## src/ssa_pkg.sv

```systemverilog
// Shared types and constants of the SiLU and sigmoid activation unit.
package ssa_pkg;

	localparam logic [63:0] QONE = 64'h4000_0000_0000_0000;
	localparam logic [63:0] LN2_Q56 = 64'h00B1_7217_F7D1_CF7A;
	localparam int N_TERMS = 22;
	localparam int N_DIV = 63;
	localparam int K_W = 7;
	localparam int K_ZERO = 63;

	localparam logic [1:0] ACT_SILU = 2'd0;
	localparam logic [1:0] ACT_SILU_GRAD = 2'd1;
	localparam logic [1:0] ACT_SIGMOID = 2'd2;
	localparam logic [1:0] ACT_SIGMOID_GRAD = 2'd3;

	typedef struct packed {
		logic [1:0] act;
		logic xneg;
		logic gneg;
		logic neg;
		logic big;
		logic last;
		logic [31:0] xm;
		logic [31:0] gm;
		logic [K_W-1:0] k;
		logic [63:0] r;
		logic [63:0] s;
		logic [63:0] t;
	} item_t;

endpackage

```

## src/ssa_div_cell.sv

```systemverilog
// One restoring division step for the sigmoid and its complement over a shared divisor.
module ssa_div_cell #(
	parameter bit SHIFT = 1'b1
) (
	input logic clk,
	input logic arst_n,
	input logic en,
	input logic in_v,
	input ssa_pkg::item_t in_item,
	input logic [63:0] in_den,
	input logic [63:0] in_rh,
	input logic [63:0] in_rl,
	input logic [62:0] in_qh,
	input logic [62:0] in_ql,
	output logic out_v,
	output ssa_pkg::item_t out_item,
	output logic [63:0] out_den,
	output logic [63:0] out_rh,
	output logic [63:0] out_rl,
	output logic [62:0] out_qh,
	output logic [62:0] out_ql
);
	import ssa_pkg::*;

	logic [63:0] rh;
	logic [63:0] rl;
	logic [62:0] qh;
	logic [62:0] ql;
	logic bh;
	logic bl;
	logic v_s1;
	item_t item_s1;
	logic [63:0] den_s1;
	logic [63:0] rh_s1;
	logic [63:0] rl_s1;
	logic [62:0] qh_s1;
	logic [62:0] ql_s1;

	assign rh = SHIFT ? {in_rh[62:0], 1'b0} : in_rh;
	assign rl = SHIFT ? {in_rl[62:0], 1'b0} : in_rl;
	assign qh = SHIFT ? {in_qh[61:0], 1'b0} : in_qh;
	assign ql = SHIFT ? {in_ql[61:0], 1'b0} : in_ql;
	assign bh = rh >= in_den;
	assign bl = rl >= in_den;

	always_ff @(posedge clk or negedge arst_n) begin
		if (!arst_n) begin
			v_s1 <= 1'b0;
		end else if (en) begin
			v_s1 <= in_v;
		end
	end

	always_ff @(posedge clk) begin
		if (en) begin
			item_s1 <= in_item;
			den_s1 <= in_den;
			rh_s1 <= bh ? rh - in_den : rh;
			rl_s1 <= bl ? rl - in_den : rl;
			qh_s1 <= {qh[62:1], bh};
			ql_s1 <= {ql[62:1], bl};
		end
	end

	assign out_v = v_s1;
	assign out_item = item_s1;
	assign out_den = den_s1;
	assign out_rh = rh_s1;
	assign out_rl = rl_s1;
	assign out_qh = qh_s1;
	assign out_ql = ql_s1;

endmodule

```

## config.mk

```make
export PLATFORM = sky130hd
export DESIGN_NAME = ssa_div_cell
export DESIGN_NICKNAME = d
export VERILOG_FILES = /design/src/ssa_pkg.sv /design/src/ssa_div_cell.sv
export SDC_FILE = /design/constraint.sdc
export NUM_CORES = 1
export LEC_CHECK = 0
export BUFFER_PORTS_ARGS = -buffer_cell sky130_fd_sc_hd__buf_4
export CELL_PAD_IN_SITES_DETAIL_PLACEMENT = 1
export CELL_PAD_IN_SITES_GLOBAL_PLACEMENT = 2
export CORE_AREA = 3 3 458 460
export DETAILED_ROUTE_END_ITERATION = 10
export DIE_AREA = 0 0 461 463
export GPL_TIMING_DRIVEN = 0
export HOLD_SLACK_MARGIN = 0.15
export PLACE_DENSITY_LB_ADDON = 0.1
export SYNTH_ARGS = -nofsm -noshare
export SYNTH_HDL_FRONTEND = slang
export SYNTH_SLANG_ARGS = --single-unit
```

## constraint.sdc

```tcl
create_clock -name clk -period 0.8 [get_ports clk]
set_input_delay 0.16 -clock clk [delete_from_list [all_inputs] [get_ports clk]]
set_output_delay 0.16 -clock clk [all_outputs]
set_load 0.01 [all_outputs]
```

**Word-level counts from Yosys, hierarchy flattened**

Index checks and enable logic that the tools add are counted.

- Add/subtract/negate cells: 2
- $lt $le $gt $ge: 2
- Multiplexer cells: 2

Operator list:

| cell | number |
|---|---|
| >= comparator 64 bit | 2 |
| two-way mux 64 bit | 2 |
| subtractor 64 bit | 2 |

- Register bits after elaboration: 589
- Bits of input ports: 592
- Logic and storage cells: 26

**Longest topological paths before layout**

Gate-level depths: netlist of the first run.

- Word-level depth: 2
- Depth in mapped cells: 14
- Mapped depth without buffers: 12

**Worst setup path after synthesis of the first run**

Ideal clock, no wire load.

- Path type: input -> register
- Start: input in_den[0]
- End: register rl_s1[1] (netlist: out_rl[1]), data pin
- Library setup time: 0.260 ns
- Buffers on the path: 1
- Arrival time: 2.668 ns
- Slack: -2.128 ns
- Stages: 11
- Path through: inv_1 -> fa_1 -> a211oi_1 -> o211ai_1 -> a21oi_1 -> o41ai_1 -> a21oi_1 -> o31ai_1 -> a41oi_2 -> buf_2 -> mux2_2

- Word-level cells in the longest chain between the ends: 2

RTL lines:

| item | line | source |
|---|---|---|
| start, declared | ssa_div_cell.sv:10 | `input logic [63:0] in_den,` |
| subtractor 64 bit or >= comparator 64 bit (tied branches) | ssa_div_cell.sv:59, ssa_div_cell.sv:44 |  |
| two-way mux 64 bit * | ssa_div_cell.sv:59 | `rl_s1 <= bl ? rl - in_den : rl;` |
| end signal, assigned | ssa_div_cell.sv:59 |  |
| end, declared | ssa_div_cell.sv:35 | `logic [63:0] rl_s1;` |

Every way passes the cells marked *; elsewhere a longest branch is shown, timed or not.
A chain may end at the register's enable or synchronous reset.

**Worst setup path in the final report of the first run**

- Start: input in_den[4]
- End: register rl_s1[15] (netlist: out_rl[15]), data pin

Same word-level chain as after synthesis.

==> results_dict.tcl, run 1 <==
set metrics [dict create \
    status "finished, violations left" \
    violations "negative hold slack, negative setup slack" \
    finalNonFillerCells 6894 \
    antenna_found_initial 128 \
    dr_total_vias 26402 \
    die_w_microns 461 \
    setup_viol 1308 \
    fillCellCount 22609 \
    io_pins 1181 \
    ys_seq_area_share_pct 65.6 \
    crit_start "in_den[4]" \
    dpl.hpwl_microns 176000 \
    placedCellCount 5966 \
    synthesis.area_sq_um 27000 \
    grt_max_degree 100 \
    fin_crit_sh_pct 340 \
    root_buffer "clkbuf_16" \
    grt_pass1_vias 27725 \
    layout_commonest_cell "buf_4" \
    rows 167 \
    synth_fp_nets 2801 \
    ys_ff_latch 589 \
    grt_pass1_wl_microns 276000 \
    yosysUniqueCellTypes 79 \
    leakage_nw 22.0 \
    multi_input_area_sq_um 11800 \
    synth.avg_cell_area_sq_um 13.0 \
    ir_worst_vdd_mv 1.56 \
    initial_core_util_pct 13.1 \
    synthFlopType "edfxtp_1" \
    drt_pass1_iterations 4 \
    area_growth_pct 106 \
    cts_tree "built" \
    hold_viol_final 28 \
    arrival_ns 3.14 \
    synthArstFlopShare_pct 0.170 \
    synth_enable_flop_cells 588 \
    ff2ff_path_depth 1 \
    cts_made_buffers 85 \
    p_total_w 0.113 \
    holdPathStages 1 \
    die_height_microns 463 \
    fin_ws_ns -1.92 \
    drv_slew 0 \
    critPathMaxFanout 5 \
    hp-start "in_den[1]" \
    drc_errors 0 \
    dpl_cell_area_sq_um 39600 \
    num-nets-final 4768 \
    regToRegStartpoint "out_v$_DFFE_PN0P_" \
    clock_sinks 589 \
    ant_nets 0 \
    cts-htree-levels 3 \
    grt_setup_unrepaired "true" \
    path_clk_slew_ns 0.06 \
    relSlewSlack_pct 54.3 \
    maxCapViolCount 0 \
    detail_route.vias_per_cell 3.83 \
    p_per_area_nw_per_um2 2030 \
    stdcell_area_sq_um 55500 \
    fin_skew_ns 0 \
    cts.path.max_buffers 3 \
    cp-end-kind "flop" \
    fin_setup_tns_ns -1023.50 \
    critPathRequiredTime_ns 1.22 \
    finalWirelength_microns 219000 \
    die-area_sq_um 213000 \
    area.sequential_sq_um 17700 \
    syn_inst 2079 \
    tightest_slew_ns 0.685 \
    whs_ns -0.356 \
    drive_gt1_share_pct 48.7 \
    grt_use_total_pct 19.4 \
    path_class "in2reg" \
    final_cell_mix "buf_4 (838), edfxtp_1 (588), dlygate4sd3_1 (560)" \
    gr-total-overflow 0 \
    hold_path_class "in2reg" \
    drtIter0Drc 1190 \
    core_sq_um 206000 \
    cp-start-kind "input port" \
    post-route-min-period_ns 2.72 \
    clock.fmax_ghz 0.368 \
    yosys_warnings 0 \
    io_buffer_count 1176 \
    place_congestion 0.829 \
    place_ws_ns -4.79 \
    wl_per_cell_microns 31.7 \
    clk_latency_ns 0.72 \
]
kinds of logic after synthesis:
kind of cell	count (synthesis)	synth area share [%]
AO/OA/AOI/OAI	582	13.5
XOR/XNOR	116	3.77
adder cells (fa/ha/maj)	130	6.09
buffers and inverters	178	2.63
flip-flops	589	65.6
multiplexers	15	0.613
AND/OR/NAND/NOR	469	7.85
worst max-delay path, stage by stage:
cell and delay [ns]:
buf_4 0.12, clkinvlp_4 0.18, buf_12 0.19, ha_4 0.28
o21ai_2 0.06, o211ai_1 0.16, buf_4 0.16, a21oi_4 0.07
o41ai_4 0.20, buf_4 0.19, a21oi_4 0.07, o31ai_4 0.30
a41oi_4 0.17, buf_12 0.18, buf_12 0.13, buf_16 0.15
clkbuf_16 0.18, nand2_4 0.07, o21ai_4 0.08
what timing repair did:
item                                    4_1_cts  5_1_grt
cloned                                        9       18
endpoints found under the setup margin     1111     1200
pin swaps                                    88      136
resized for setup                           502      852
buffers inserted                            101       42
endpoints found under the hold margin       649      289
hold buffers                                526       34
power breakdown:
group          total, W  switching, W  internal, W
logic            0.0324        0.0171       0.0153
registers        0.0388       0.00130       0.0375
clock network    0.0414        0.0168       0.0245
total             0.113        0.0353       0.0773
synth_stat cells (6+ instances only):
| master | count | share of area [%] |
|---|---|---|
| a211oi_1 | 17 | 0.47 |
| a21o_1 | 58 | 1.6 |
| a21oi_1 | 207 | 3.8 |
| a31oi_1 | 21 | 0.49 |
| and2_1 | 6 | 0.14 |
| and3_1 | 9 | 0.21 |
| buf_2 | 23 | 0.43 |
| clkbuf_1 | 43 | 0.60 |
| edfxtp_1 | 588 | 65 |
| ha_1 | 128 | 5.9 |
| inv_1 | 107 | 1.5 |
| mux2_2 | 12 | 0.50 |
| nand2_1 | 181 | 2.5 |
| nand2b_1 | 7 | 0.16 |
| nand3_1 | 29 | 0.54 |
| nand4_1 | 31 | 0.72 |
| nor2_1 | 134 | 1.9 |
| nor2b_1 | 10 | 0.23 |
| nor3_1 | 26 | 0.48 |
| nor4_1 | 9 | 0.21 |
| o211ai_1 | 11 | 0.31 |
| o21a_1 | 12 | 0.33 |
| o21ai_0 | 138 | 2.6 |
| o21ai_1 | 7 | 0.13 |
| o21bai_1 | 30 | 0.84 |
| o31ai_1 | 11 | 0.31 |
| xnor2_1 | 70 | 2.3 |
| xor2_1 | 46 | 1.5 |
state kept, by name, indices dropped and copies added (netlist names):
signal    flops
out_den      64
out_item    270
out_qh       63
out_ql       63
out_rh       64
out_rl       64
out_v         1
area by class of cell:
cell class / instances / share of cell area, %
Clock inverter: 56 / 1.41
Timing Repair Buffer: 1908 / 33.0
Sequential cell: 589 / 31.9
Clock buffer: 99 / 3.93
Buffer: 43 / 1.11
Antenna cell: 76 / 0.343
Inverter: 107 / 0.868
Tap cell: 2704 / 6.10
Multi-Input combinational cell: 1312 / 21.3
per-layer routing:
layer / GRT usage [%] / up-vias / part of all wire, %
li1: - / 11905 / -
met1: 23.7 / 13351 / 41
met2: 34.4 / 872 / 50
met3: 4.33 / 244 / 5.8
met4: 4.35 / 30 / 2.9
met5: 0 / - / 0.095
through the flow:
stage	utilization, %	hold WS [ns]
6_report	26.9	-0.356
5_1_grt	26.8	-0.409
4_1_cts	24.7	-0.442
3_5_place_dp	19.2	-0.0630
3_3_place_gp	19.1	-0.0642
2_1_floorplan	-	-0.136
worst paths after layout:
kind,endpoint,slack [ns]
worst max-delay path,out_rl[15]$_DFFE_PP_,-1.92
worst min-delay path,out_den[1]$_DFFE_PP_,-0.36
worst max register to register,out_v$_DFFE_PN0P_,0.02
worst min register to register,out_v$_DFFE_PN0P_,0.57
max in group asynchronous,out_v$_DFFE_PN0P_,0.42
min in group asynchronous,out_v$_DFFE_PN0P_,0.28
Note: power is estimated with default switching activity, not from simulation.
==> run 2: changes to the inputs <==
- CELL_PAD_IN_SITES_GLOBAL_PLACEMENT: 2 -> 1
==> results_dict.tcl, run 2 (synthesis results as in run 1) <==
set metrics [dict create \
    multi_input_area_sq_um 10400 \
    fin_ws_ns -1.98 \
    cts_made_buffers 86 \
    grt_setup_unrepaired "true" \
    path_common_cell "buf_4" \
    r2r_slack_ns 0.02 \
    drt_pass1_iterations 4 \
    layout_commonest_cell "buf_4" \
    grt_pass1_wl_microns 269000 \
    num-nets-final 4686 \
    final_cell_mix "buf_4 (1246), edfxtp_1 (588), dlygate4sd3_1 (550)" \
    holdPathStages 1 \
    setup_viol 1188 \
    ir_worst_vdd_mv 1.47 \
    clock_sinks 589 \
    leakage_nw 20.4 \
    die_height_microns 463 \
    hold_path_class "in2reg" \
    wl_per_cell_microns 31.0 \
    drc_errors 0 \
    critPathRequiredTime_ns 1.29 \
    rows 167 \
    detail_route.vias_per_cell 3.80 \
    status "finished, violations left" \
    path_class "in2reg" \
    p_int_w 0.0725 \
    whs_ns -0.374 \
    cts_tree "built" \
    violations "negative hold slack, negative setup slack" \
    area.sequential_sq_um 17700 \
    max_stage_delay_ns 0.55 \
    fin_crit_sh_pct 348 \
    die_w_microns 461 \
    antenna_found_initial 96 \
    worstReg2RegEnd "out_v$_DFFE_PN0P_" \
    crit_slowest_cell "or4b_4" \
    initial_core_util_pct 13.1 \
    cts-htree-levels 3 \
    switching_share_pct 31.3 \
    p_clk_share_pct 37.4 \
    arrival_ns 3.27 \
    gr-total-overflow 0 \
    p_total_w 0.106 \
    drive_gt1_share_pct 42.6 \
    path_clk_slew_ns 0.06 \
    drv_slew 0 \
    tightest_slew_ns 0.710 \
    grt_use_total_pct 18.9 \
    finalWirelength_microns 210000 \
    clk_latency_ns 0.71 \
    fin_skew_ns 0 \
    io_pins 1181 \
    clock.fmax_ghz 0.360 \
    power_frac_comb_pct 26.3 \
    ff2ff_path_depth 1 \
    place_congestion 0.840 \
    root_buffer "clkbuf_16" \
    crit_chain "buf_4 -> inv_2 -> ha_1 -> clkbuf_8 -> and3_4 -> nand2_2 -> or4b_4 -> a211oi_4 -> nor2_4 -> buf_12 -> a311oi_4 -> o31a_1 -> buf_4 -> a221oi_4 -> xnor2_2 -> o21ai_2" \
    cp-start-kind "input port" \
    hp-start "in_den[1]" \
    pwr-share-seq_pct 36.3 \
    ant_nets 0 \
    grt_max_degree 99 \
    dr_total_vias 25771 \
    area_growth_pct 88.2 \
    p_per_area_nw_per_um2 2080 \
    largest_reg_flops 270 \
    io_buffer_count 1176 \
    cp-end-kind "flop" \
    die-area_sq_um 213000 \
    post-route-min-period_ns 2.78 \
    cts.path.max_buffers 3 \
    critPathMaxFanout 7 \
    regToRegStartpoint "out_v$_DFFE_PN0P_" \
    dpl.hpwl_microns 174000 \
    finalCoreUtilization_pct 24.6 \
    grt_pass1_vias 26824 \
    fillCellCount 23019 \
    relSlewSlack_pct 52.6 \
    core_sq_um 206000 \
    hold_path_end "out_den[1]$_DFFE_PP_" \
    maxCapViolCount 0 \
    hold_viol_final 56 \
    drtIter0Drc 1251 \
    power.net_switching_w 0.0330 \
]
## run 2: changes by cell type in the layout (fill, tap and decap cells not counted), sizes merged
cell | before | now
bufinv | 15 | 8
clkinv | 35 | 23
buf | 1361 | 1294
dlygate4sd3 | 560 | 550
clkinvlp | 23 | 12
inv | 90 | 99
clkbuf | 129 | 137
diode | 76 | 55
## run 2: what timing repair did
item | CTS | global route
gates resized for setup | 264 | 228
cloned | 2 | 2
pin swaps | 61 | 58
endpoints found under the setup margin | 1148 | 1214
endpoints found under the hold margin | 657 | 314
buffers inserted | 41 | 44
hold buffers | 523 | 27
## run 2: how the worst max path moves through the flow
stage | end | cells after the start | slack, ns | from
final | out_rl[63]$_DFFE_PP_ | 16 | -1.98 | in_den[23]
after detailed placement | out_rh[30]$_DFFE_PP_ | 14 | -4.83 | in_den[10]
after global placement | out_v$_DFFE_PN0P_ | 2 | -7.01 | en
after global routing | out_rl[56]$_DFFE_PP_ | 14 | -2.03 | in_den[5]
after floorplan | out_rl[1]$_DFFE_PP_ | 11 | -1.94 | in_den[1]
after CTS | out_rh[22]$_DFFE_PP_ | 18 | -1.97 | in_den[11]
## run 2: worst max-delay path, delay by kind of cell
kind	cells	cell delay, ns
adder cells (fa/ha/maj)	1	0.28
buffers and inverters	5	0.59
AND/OR/NAND/NOR	4	0.91
XOR/XNOR	1	0.15
AO/OA/AOI/OAI	5	1.16
## run 2: power groups by stage
stage | clock network [W] | logic, W | registers, W
4_1_cts | 0.0415 | 0.0273 | 0.0383
3_5_place_dp | 0 | 0.0227 | 0.0389
2_1_floorplan | 0 | 0.00681 | 0.0404
5_1_grt | 0.0421 | 0.0296 | 0.0386
6_report | 0.0395 | 0.0278 | 0.0383
3_3_place_gp | 0 | 0.0228 | 0.0393
## run 2: final cells by class
type                    instances  share of cell area, %
plain buffers                  48                   1.01
inverters                     107                  0.866
flip-flops and latches        589                   34.9
well taps                    2704                   6.67
diodes                         55                  0.271
clock buffers                 113                   4.56
clock inverters                35                  0.935
repair buffers               1820                   30.3
multi-input cells            1312                   20.5
## run 2: metrics by stage
step / hold slack, ns / setup WS (ns) / area (sq um) / TNS, ns / instances
CTS: -0.469 / -1.97 / 49200 / -798.31 / 6672
global placement: -0.0619 / -7.01 / 39500 / -4515.50 / 5959
global route: -0.449 / -2.03 / 50700 / -835.38 / 6762
finish: -0.374 / -1.98 / 50700 / -758.61 / 6783
detailed placement: -0.0629 / -4.83 / 39600 / -1159.68 / 5966
floorplan: -0.136 / -1.94 / 27200 / -239.05 / 2079
## run 2: per-layer routing
| layer | global-route usage, % | up-vias | share of wire, % |
|---|---|---|---|
| met1 | 22.3 | 13075 | 40 |
| li1 | - | 11691 | - |
| met2 | 34.6 | 775 | 52 |
| met3 | 4.43 | 200 | 5.5 |
| met5 | 0 | - | 0.096 |
| met4 | 3.94 | 30 | 2.5 |
